File: src/rtl/rsl_pkg.sv
package rsl_pkg;

  // Field widths.
  localparam int unsigned COORD_BITS = 12;
  localparam int unsigned LUM_BITS   = 16;

  // Squared distance. It is at least 15 bits wide so that the near limit fits.
  localparam int unsigned DSQ_BITS = 2 * COORD_BITS;
  localparam int unsigned SQ_BITS  = (DSQ_BITS + 1 > 15) ? DSQ_BITS + 1 : 15;

  // 160 squared. Above it, the far scale applies in every case.
  localparam logic [SQ_BITS-1:0] NEAR_SQ = SQ_BITS'(25600);

  // Integer square root of (sq << 16). The operand fits 32 bits in the near range.
  localparam int unsigned FRAC_SHIFT      = 16;
  localparam int unsigned ROOT_IN_BITS    = 32;
  localparam int unsigned ROOT_BITS       = ROOT_IN_BITS / 2;
  localparam int unsigned ITERS_PER_STAGE = 2;
  localparam int unsigned ROOT_STAGES     = ROOT_BITS / ITERS_PER_STAGE;

  // ceil(dist * 128 / 100) = floor((dist * 32 + 24) / 25), done by a reciprocal.
  localparam int unsigned NUM_BITS    = ROOT_BITS + 5;
  localparam int unsigned RECIP_BITS  = 22;
  localparam int unsigned RECIP_SHIFT = 26;
  localparam int unsigned PROD_BITS   = NUM_BITS + RECIP_BITS;
  localparam logic [NUM_BITS-1:0]   CEIL_BIAS = NUM_BITS'(24);
  localparam logic [RECIP_BITS-1:0] RECIP_MUL = RECIP_BITS'(2684355);

  // Scale factor in units of 2^-16; unity needs the 17th bit.
  localparam int unsigned SCALE_BITS = 17;
  localparam logic [SCALE_BITS-1:0] UNITY_SCALE = SCALE_BITS'(65536);
  localparam logic [SCALE_BITS-1:0] FAR_SCALE   = SCALE_BITS'(13107);
  localparam int unsigned LPROD_BITS = LUM_BITS + SCALE_BITS;

  // Configuration port.
  localparam int unsigned APB_ADDR_BITS = 3;
  localparam int unsigned APB_DATA_BITS = 32;
  localparam int unsigned REG_IDX_BIT   = 2;
  localparam logic REG_CENTER_X = 1'b0;
  localparam logic REG_CENTER_Y = 1'b1;

  // One beat inside the square root pipeline.
  typedef struct packed {
    logic                    far;
    logic [LUM_BITS-1:0]     lum;
    logic [ROOT_IN_BITS-1:0] rem;
    logic [ROOT_IN_BITS-1:0] res;
  } root_beat_t;

  // One beat leaving the square root pipeline.
  typedef struct packed {
    logic                 far;
    logic [LUM_BITS-1:0]  lum;
    logic [ROOT_BITS-1:0] radius;
  } dist_beat_t;

endpackage

File: src/rtl/rsl_cfg.sv
module rsl_cfg (
  input  logic                                clk_i,
  input  logic                                rst_ni,
  input  logic                                psel,
  input  logic                                penable,
  input  logic                                pwrite,
  input  logic [rsl_pkg::APB_ADDR_BITS-1:0]   paddr,
  input  logic [rsl_pkg::APB_DATA_BITS-1:0]   pwdata,
  output logic [rsl_pkg::APB_DATA_BITS-1:0]   prdata,
  output logic                                pready,
  output logic [rsl_pkg::COORD_BITS-1:0]      center_x_o,
  output logic [rsl_pkg::COORD_BITS-1:0]      center_y_o
);
  import rsl_pkg::*;

  logic [COORD_BITS-1:0] center_x_q, center_x_d;
  logic [COORD_BITS-1:0] center_y_q, center_y_d;
  logic                  wr_en;
  logic                  reg_idx;

  assign wr_en   = psel && penable && pwrite;
  assign reg_idx = paddr[REG_IDX_BIT];
  assign pready  = 1'b1;

  always_comb begin
    center_x_d = center_x_q;
    center_y_d = center_y_q;
    if (wr_en) begin
      unique case (reg_idx)
        REG_CENTER_X: center_x_d = pwdata[COORD_BITS-1:0];
        REG_CENTER_Y: center_y_d = pwdata[COORD_BITS-1:0];
        default: ;
      endcase
    end
  end

  always_comb begin
    unique case (reg_idx)
      REG_CENTER_X: prdata = APB_DATA_BITS'(center_x_q);
      REG_CENTER_Y: prdata = APB_DATA_BITS'(center_y_q);
      default:      prdata = '0;
    endcase
  end

  always_ff @(posedge clk_i or negedge rst_ni) begin
    if (!rst_ni) begin
      center_x_q <= '0;
      center_y_q <= '0;
    end else begin
      center_x_q <= center_x_d;
      center_y_q <= center_y_d;
    end
  end

  assign center_x_o = center_x_q;
  assign center_y_o = center_y_q;

endmodule

File: src/rtl/rsl_dist.sv
module rsl_dist (
  input  logic                           clk_i,
  input  logic                           rst_ni,
  input  logic                           en_i,
  input  logic                           valid_i,
  input  logic [rsl_pkg::COORD_BITS-1:0] pixel_x_i,
  input  logic [rsl_pkg::COORD_BITS-1:0] pixel_y_i,
  input  logic [rsl_pkg::LUM_BITS-1:0]   lum_i,
  input  logic [rsl_pkg::COORD_BITS-1:0] center_x_i,
  input  logic [rsl_pkg::COORD_BITS-1:0] center_y_i,
  output logic                           valid_o,
  output rsl_pkg::root_beat_t            beat_o
);
  import rsl_pkg::*;

  // Stage 1: absolute differences.
  logic                  v1_q;
  logic [COORD_BITS-1:0] dx_q, dx_d;
  logic [COORD_BITS-1:0] dy_q, dy_d;
  logic [LUM_BITS-1:0]   lum1_q;
  // Stage 2: squares.
  logic                  v2_q;
  logic [DSQ_BITS-1:0]   dx2_q, dy2_q;
  logic [LUM_BITS-1:0]   lum2_q;
  // Stage 3: sum, near test and root operand.
  logic                  v3_q;
  logic [SQ_BITS-1:0]    sq;
  logic                  far;
  root_beat_t            beat_q, beat_d;

  assign dx_d = (center_x_i >= pixel_x_i) ? center_x_i - pixel_x_i : pixel_x_i - center_x_i;
  assign dy_d = (center_y_i >= pixel_y_i) ? center_y_i - pixel_y_i : pixel_y_i - center_y_i;

  assign sq  = SQ_BITS'(dx2_q) + SQ_BITS'(dy2_q);
  assign far = sq > NEAR_SQ;

  always_comb begin
    beat_d.far = far;
    beat_d.lum = lum2_q;
    beat_d.res = '0;
    // A far pixel gets the constant scale, so its root is never used.
    beat_d.rem = far ? '0 : (ROOT_IN_BITS'(sq) << FRAC_SHIFT);
  end

  always_ff @(posedge clk_i or negedge rst_ni) begin
    if (!rst_ni) begin
      v1_q <= 1'b0;
      v2_q <= 1'b0;
      v3_q <= 1'b0;
    end else if (en_i) begin
      v1_q <= valid_i;
      v2_q <= v1_q;
      v3_q <= v2_q;
    end
  end

  always_ff @(posedge clk_i) begin
    if (en_i) begin
      dx_q   <= dx_d;
      dy_q   <= dy_d;
      lum1_q <= lum_i;
      dx2_q  <= DSQ_BITS'(dx_q) * DSQ_BITS'(dx_q);
      dy2_q  <= DSQ_BITS'(dy_q) * DSQ_BITS'(dy_q);
      lum2_q <= lum1_q;
      beat_q <= beat_d;
    end
  end

  assign valid_o = v3_q;
  assign beat_o  = beat_q;

endmodule

File: src/rtl/rsl_sqrt.sv
module rsl_sqrt (
  input  logic                clk_i,
  input  logic                rst_ni,
  input  logic                en_i,
  input  logic                valid_i,
  input  rsl_pkg::root_beat_t beat_i,
  output logic                valid_o,
  output rsl_pkg::dist_beat_t beat_o
);
  import rsl_pkg::*;

  // One step of the bitwise restoring square root; iteration it tests bit 2*(15-it).
  function automatic root_beat_t root_step(input root_beat_t b, input int unsigned it);
    logic [ROOT_IN_BITS-1:0] bit_v;
    logic [ROOT_IN_BITS-1:0] trial;
    root_beat_t              r;
    bit_v = ROOT_IN_BITS'(1) << (ROOT_IN_BITS - 2 - 2 * it);
    trial = b.res + bit_v;
    r     = b;
    if (b.rem >= trial) begin
      r.rem = b.rem - trial;
      r.res = (b.res >> 1) + bit_v;
    end else begin
      r.res = b.res >> 1;
    end
    return r;
  endfunction

  root_beat_t             stage_in [ROOT_STAGES];
  root_beat_t             stage_d  [ROOT_STAGES];
  root_beat_t             stage_q  [ROOT_STAGES];
  logic [ROOT_STAGES-1:0] valid_in;
  logic [ROOT_STAGES-1:0] valid_q;

  for (genvar k = 0; k < ROOT_STAGES; k++) begin : g_stage
    if (k == 0) begin : g_first
      assign stage_in[k] = beat_i;
      assign valid_in[k] = valid_i;
    end else begin : g_next
      assign stage_in[k] = stage_q[k-1];
      assign valid_in[k] = valid_q[k-1];
    end

    assign stage_d[k] = root_step(root_step(stage_in[k], ITERS_PER_STAGE * k),
                                  ITERS_PER_STAGE * k + 1);

    always_ff @(posedge clk_i or negedge rst_ni) begin
      if (!rst_ni) begin
        valid_q[k] <= 1'b0;
      end else if (en_i) begin
        valid_q[k] <= valid_in[k];
      end
    end

    always_ff @(posedge clk_i) begin
      if (en_i) begin
        stage_q[k] <= stage_d[k];
      end
    end
  end

  assign valid_o       = valid_q[ROOT_STAGES-1];
  assign beat_o.far    = stage_q[ROOT_STAGES-1].far;
  assign beat_o.lum    = stage_q[ROOT_STAGES-1].lum;
  assign beat_o.radius = stage_q[ROOT_STAGES-1].res[ROOT_BITS-1:0];

endmodule

File: src/rtl/rsl_scale.sv
module rsl_scale (
  input  logic                         clk_i,
  input  logic                         rst_ni,
  input  logic                         en_i,
  input  logic                         valid_i,
  input  rsl_pkg::dist_beat_t          beat_i,
  output logic                         valid_o,
  output logic [rsl_pkg::LUM_BITS-1:0] lum_o
);
  import rsl_pkg::*;

  // Stage A: reciprocal product for the ceiling of dist * 1.28.
  logic                   va_q;
  logic                   far_a_q;
  logic [LUM_BITS-1:0]    lum_a_q;
  logic [NUM_BITS-1:0]    num;
  logic [PROD_BITS-1:0]   prod_q;
  // Stage B: scale factor.
  logic                   vb_q;
  logic [LUM_BITS-1:0]    lum_b_q;
  logic [ROOT_BITS-1:0]   step_down;
  logic [SCALE_BITS-1:0]  scale_q, scale_d;
  // Stage C: scaled luminance, which is also the output register.
  logic                   vc_q;
  logic [LPROD_BITS-1:0]  lprod;
  logic [LUM_BITS-1:0]    lum_c_q;

  assign num = {beat_i.radius, 5'd0} + CEIL_BIAS;

  assign step_down = prod_q[RECIP_SHIFT +: ROOT_BITS];
  assign scale_d   = far_a_q ? FAR_SCALE : UNITY_SCALE - SCALE_BITS'(step_down);

  assign lprod = LPROD_BITS'(lum_b_q) * LPROD_BITS'(scale_q);

  always_ff @(posedge clk_i or negedge rst_ni) begin
    if (!rst_ni) begin
      va_q <= 1'b0;
      vb_q <= 1'b0;
      vc_q <= 1'b0;
    end else if (en_i) begin
      va_q <= valid_i;
      vb_q <= va_q;
      vc_q <= vb_q;
    end
  end

  always_ff @(posedge clk_i) begin
    if (en_i) begin
      far_a_q <= beat_i.far;
      lum_a_q <= beat_i.lum;
      prod_q  <= PROD_BITS'(num) * PROD_BITS'(RECIP_MUL);
      lum_b_q <= lum_a_q;
      scale_q <= scale_d;
      lum_c_q <= lprod[FRAC_SHIFT +: LUM_BITS];
    end
  end

  assign valid_o = vc_q;
  assign lum_o   = lum_c_q;

endmodule

File: src/rtl/radial_spotlight_luminance.sv
// Radial spotlight: attenuates pixel luminance with distance from a set center.
// An accepted input beat passes the distance stages, the square root (two root
// bits per stage) and the scaling stages to its output beat. Throughput is one
// pixel per cycle; the whole pipeline holds while out_stall_i stalls a waiting
// output beat. Reset clears all valid bits and both centers.
module radial_spotlight_luminance (
  input  logic                              clk_i,
  input  logic                              rst_ni,
  input  logic                              in_valid_i,
  output logic                              in_stall_o,
  input  logic [rsl_pkg::COORD_BITS-1:0]    pixel_x_i,
  input  logic [rsl_pkg::COORD_BITS-1:0]    pixel_y_i,
  input  logic [rsl_pkg::LUM_BITS-1:0]      lum_in_i,
  output logic                              out_valid_o,
  input  logic                              out_stall_i,
  output logic [rsl_pkg::LUM_BITS-1:0]      lum_out_o,
  input  logic                              psel,
  input  logic                              penable,
  input  logic                              pwrite,
  input  logic [rsl_pkg::APB_ADDR_BITS-1:0] paddr,
  input  logic [rsl_pkg::APB_DATA_BITS-1:0] pwdata,
  output logic [rsl_pkg::APB_DATA_BITS-1:0] prdata,
  output logic                              pready
);
  import rsl_pkg::*;

  logic [COORD_BITS-1:0] center_x;
  logic [COORD_BITS-1:0] center_y;
  logic                  pipe_en;
  logic                  dist_valid;
  root_beat_t            root_beat;
  logic                  root_valid;
  dist_beat_t            dist_beat;

  // Every stage moves unless a finished beat is waiting on a stalled output.
  assign pipe_en    = !(out_valid_o && out_stall_i);
  assign in_stall_o = !pipe_en;

  rsl_cfg u_cfg (
    .clk_i      (clk_i),
    .rst_ni     (rst_ni),
    .psel       (psel),
    .penable    (penable),
    .pwrite     (pwrite),
    .paddr      (paddr),
    .pwdata     (pwdata),
    .prdata     (prdata),
    .pready     (pready),
    .center_x_o (center_x),
    .center_y_o (center_y)
  );

  rsl_dist u_dist (
    .clk_i      (clk_i),
    .rst_ni     (rst_ni),
    .en_i       (pipe_en),
    .valid_i    (in_valid_i),
    .pixel_x_i  (pixel_x_i),
    .pixel_y_i  (pixel_y_i),
    .lum_i      (lum_in_i),
    .center_x_i (center_x),
    .center_y_i (center_y),
    .valid_o    (dist_valid),
    .beat_o     (root_beat)
  );

  rsl_sqrt u_sqrt (
    .clk_i   (clk_i),
    .rst_ni  (rst_ni),
    .en_i    (pipe_en),
    .valid_i (dist_valid),
    .beat_i  (root_beat),
    .valid_o (root_valid),
    .beat_o  (dist_beat)
  );

  rsl_scale u_scale (
    .clk_i   (clk_i),
    .rst_ni  (rst_ni),
    .en_i    (pipe_en),
    .valid_i (root_valid),
    .beat_i  (dist_beat),
    .valid_o (out_valid_o),
    .lum_o   (lum_out_o)
  );

endmodule

File: config.mk
export PLATFORM = sky130hd
export DESIGN_NAME = radial_spotlight_luminance
export DESIGN_NICKNAME = d
export VERILOG_FILES = /design/src/rtl/rsl_pkg.sv /design/src/rtl/rsl_cfg.sv /design/src/rtl/rsl_dist.sv /design/src/rtl/rsl_sqrt.sv /design/src/rtl/rsl_scale.sv /design/src/rtl/radial_spotlight_luminance.sv
export SDC_FILE = /design/constraint.sdc
export NUM_CORES = 2
export LEC_CHECK = 0
export ABC_AREA = 1
export BUFFER_PORTS_ARGS = -buffer_cell sky130_fd_sc_hd__buf_2
export CORE_AREA = 2 2 360 362
export DETAILED_ROUTE_END_ITERATION = 6
export DIE_AREA = 0 0 362 364
export GPL_ROUTABILITY_DRIVEN = 0
export PLACE_DENSITY = 0.63
export SYNTH_ARGS = -nofsm -noshare
export SYNTH_HDL_FRONTEND = slang
export SYNTH_SLANG_ARGS = --single-unit
File: constraint.sdc
create_clock -name clk_i -period 24.5 [get_ports clk_i]
set_input_delay 0 -clock clk_i [delete_from_list [all_inputs] [get_ports clk_i]]
set_output_delay 0 -clock clk_i [all_outputs]
set_load 0.01 [all_outputs]
==> metrics.txt <==
status=finished clean; TNS Setup=0 ps; TritonCTS sink count=596; fillers=12,100; Slew @ Worst Pin=between 900 and 1000 ps; H-tree depth=3; YS warnings=0; RSZ-0062 raised after global routing=false; Syn Std Cell Area=57,100 sq um; Gate Count Post-Synth=6,575; first-pass GRT wire length=206,000 um; PortBufs=89; Max Slew Vio Count=0; Top FF cell, synth=edfxtp_1; CP Max Fanout=8; CTS tree=built; Root Buffer=clkbuf_16; library cells used by synthesis=between 60 and 70; most frequent cells in the layout=nand2_1, inv_1, ha_1, edfxtp_1, fa_1; worst setup path category=reg2reg; Slew headroom=34.2%; HPWL Detailed=97,400 um; fraction of layout cells with a size suffix above 1=about 5%; Diodes inserted=0; asr flop ratio synth=6.38%; most common cell after layout, fill and taps aside=nand2_1; final wirelength=122,000 um; crit end category=register; max_cap viols=0; routed via count=41,900; Crit path largest cell delay=700 ps; Die Width=362 um; number of DRC markers in iteration 0=2,522; Bufs and invs on worst path=4; Util after Layout=48.2%; DRC Markers=0; Mean Syn Cell Area=8.68 sq um; Top Ports=between 100 and 150; EDFF count, synth=558; GR Util All Layers=18.9%; slowest CP cell=fa_1; Initial Util=approximately 44%; post-synthesis sequential element count=between 500 and 600; Worst-path clk slew=around 60 ps; clock skew=~41 ps; Post-CTS Setup Repair Bufs=0; Core Area=128,000 sq um; total global routing overflow=0; Critical Path Source Type=register; worst skew pair latency=650 ps; FMAX=roughly 160 MHz; Hold WC Path Type=in2reg; Final period util=roughly 26%; worst-path cell chain=fa_1 -> inv_1 -> fa_1 -> inv_1 -> fa_1 -> fa_1 -> inv_1 -> fa_1 -> fa_1 -> inv_1 -> ha_1 -> ha_1 -> nand2_1 -> nand2_1 -> a31oi_1 -> a21boi_0 -> o21ai_0 -> a21boi_0 -> o21ai_0 -> xor2_1; Chip Height=364 um; Routed Antenna Nets=0; vias in the first global route=42,900; CTS buffer count=69; DR WL/cell=14.5 um; Longest Clk Path Bufs=3; most frequent CP cell=fa_1; pin count of the biggest net entering global routing=~160; total die area=132,000 sq um; Hold Vio Cnt, Final=0; sequential fraction of the synthesis area=31.0%; drt first pass iters=7; min Tclk post-route=6320 ps; post-DR vias/cell=around 5; initial antenna violation count=0; nets@finish=~7,800; # setup viols final=0; row count=roughly 130; CP required=24,860 ps; P&R area growth vs syn=8.43%; critical path's top delay family=adder cells; crit path DAT=between 6000 and 7000 ps
-- through the flow --
step	hold WS (ps)	area, sq um	setup slack (ps)	instances
final	64.0	61900	18180	8400
after global routing	29.9	61900	17950	8400
after CTS	3.29	61900	18190	8400
after detailed placement	151	59100	18230	8221
after global placement	147	59100	18310	8221
after floorplan	-296	57200	7470	6595
-- cells in the mapped netlist (15+ instances only) --
master / instances / area share [%]
xor2_1: 131 / 2.0
nand2_1: 1470 / 9.7
a31oi_1: 17 / 0.19
edfxtp_1: 558 / 29
inv_1: 1431 / 9.4
buf_4: 23 / 0.30
nand3b_1: 18 / 0.24
nor3_1: 44 / 0.39
o21ai_1: 18 / 0.16
a21oi_1: 286 / 2.5
clkbuf_1: 109 / 0.72
nor2_1: 375 / 2.5
o21ai_0: 244 / 2.1
o21a_1: 16 / 0.21
xnor2_1: 79 / 1.2
inv_2: 15 / 0.099
nand4_1: 77 / 0.84
nand3_1: 276 / 2.4
fa_1: 487 / 17
dfrtp_1: 38 / 1.7
nand2_4: 15 / 0.30
nand2_2: 30 / 0.33
ha_1: 602 / 13
o21bai_1: 24 / 0.32
a21o_1: 23 / 0.30
-- kinds of logic after synthesis --
family / Yosys count / share of synthesized area [%]
other cells: 2 / 0.0132
buf+inv: 1596 / 10.8
xor+xnor: 210 / 3.22
flops: 596 / 31.0
compound gates: 693 / 6.78
mux: 9 / 0.169
fa+ha+maj: 1089 / 30.3
simple gates: 2380 / 17.7
-- flip-flops by register name (all words and copies together) (netlist names), 16 cells and up --
signal,cells
u_scale.prod_q,16
u_scale.lum_a_q,16
u_scale.scale_q,17
u_scale.lum_b_q,16
u_dist.lum2_q,16
u_scale.lum_o,16
u_dist.beat_o,33
u_dist.dy2_q,23
u_dist.lum1_q,16
u_sqrt.stage_q,341
u_dist.dx2_q,23
-- path summary, 6_finish.rpt --
| path | start | endpoint | slack [ps] | cells after the start |
|---|---|---|---|---|
| worst max-delay path | u_sqrt.stage_q[1][244]$_DFFE_PN_ | u_scale.prod_q[30]$_DFFE_PN_ | 18180 | 20 |
| worst min-delay path | lum_in_i[11] | u_dist.lum1_q[11]$_DFFE_PN_ | 60 | 2 |
| worst max register to register | u_sqrt.stage_q[1][244]$_DFFE_PN_ | u_scale.prod_q[30]$_DFFE_PN_ | 18180 | 20 |
| worst min register to register | u_scale.lum_a_q[1]$_DFFE_PN_ | u_scale.lum_b_q[1]$_DFFE_PN_ | 410 | 0 |
| max in group asynchronous | rst_ni | u_cfg.center_x_o[4]$_DFFE_PN0P_ | 23890 | 4 |
| min in group asynchronous | rst_ni | u_sqrt.valid_in[2]$_DFFE_PN0N_ | 420 | 4 |
-- repair_timing --
| action | in CTS | in global routing |
|---|---|---|
| endpoints found under the hold margin | 102 | 0 |
| hold buffers | 56 | 0 |
| gates resized for setup | 0 | 0 |
-- metal layers --
metal	global-route usage, %	vias to the layer above	wire length, um
met5	0	-	0
met2	34.2	856	61100
li1	-	21000	-
met3	2.42	259	4580
met1	22.9	19900	51900
met4	6.76	0	4230
-- final cells by class --
cell class,count,area (sq um),share of cell area [%]
clock inverters,40,452,0.730
flip-flops and latches,596,17700,28.6
clock buffers,83,1790,2.89
well taps,1675,2100,3.39
multi-input cells,4403,33300,53.8
inverters,1449,5440,8.79
repair buffers,154,1110,1.79
Power is not shown: default switching activity piles up to over one toggle a cycle in this logic, so the estimate is an artifact.
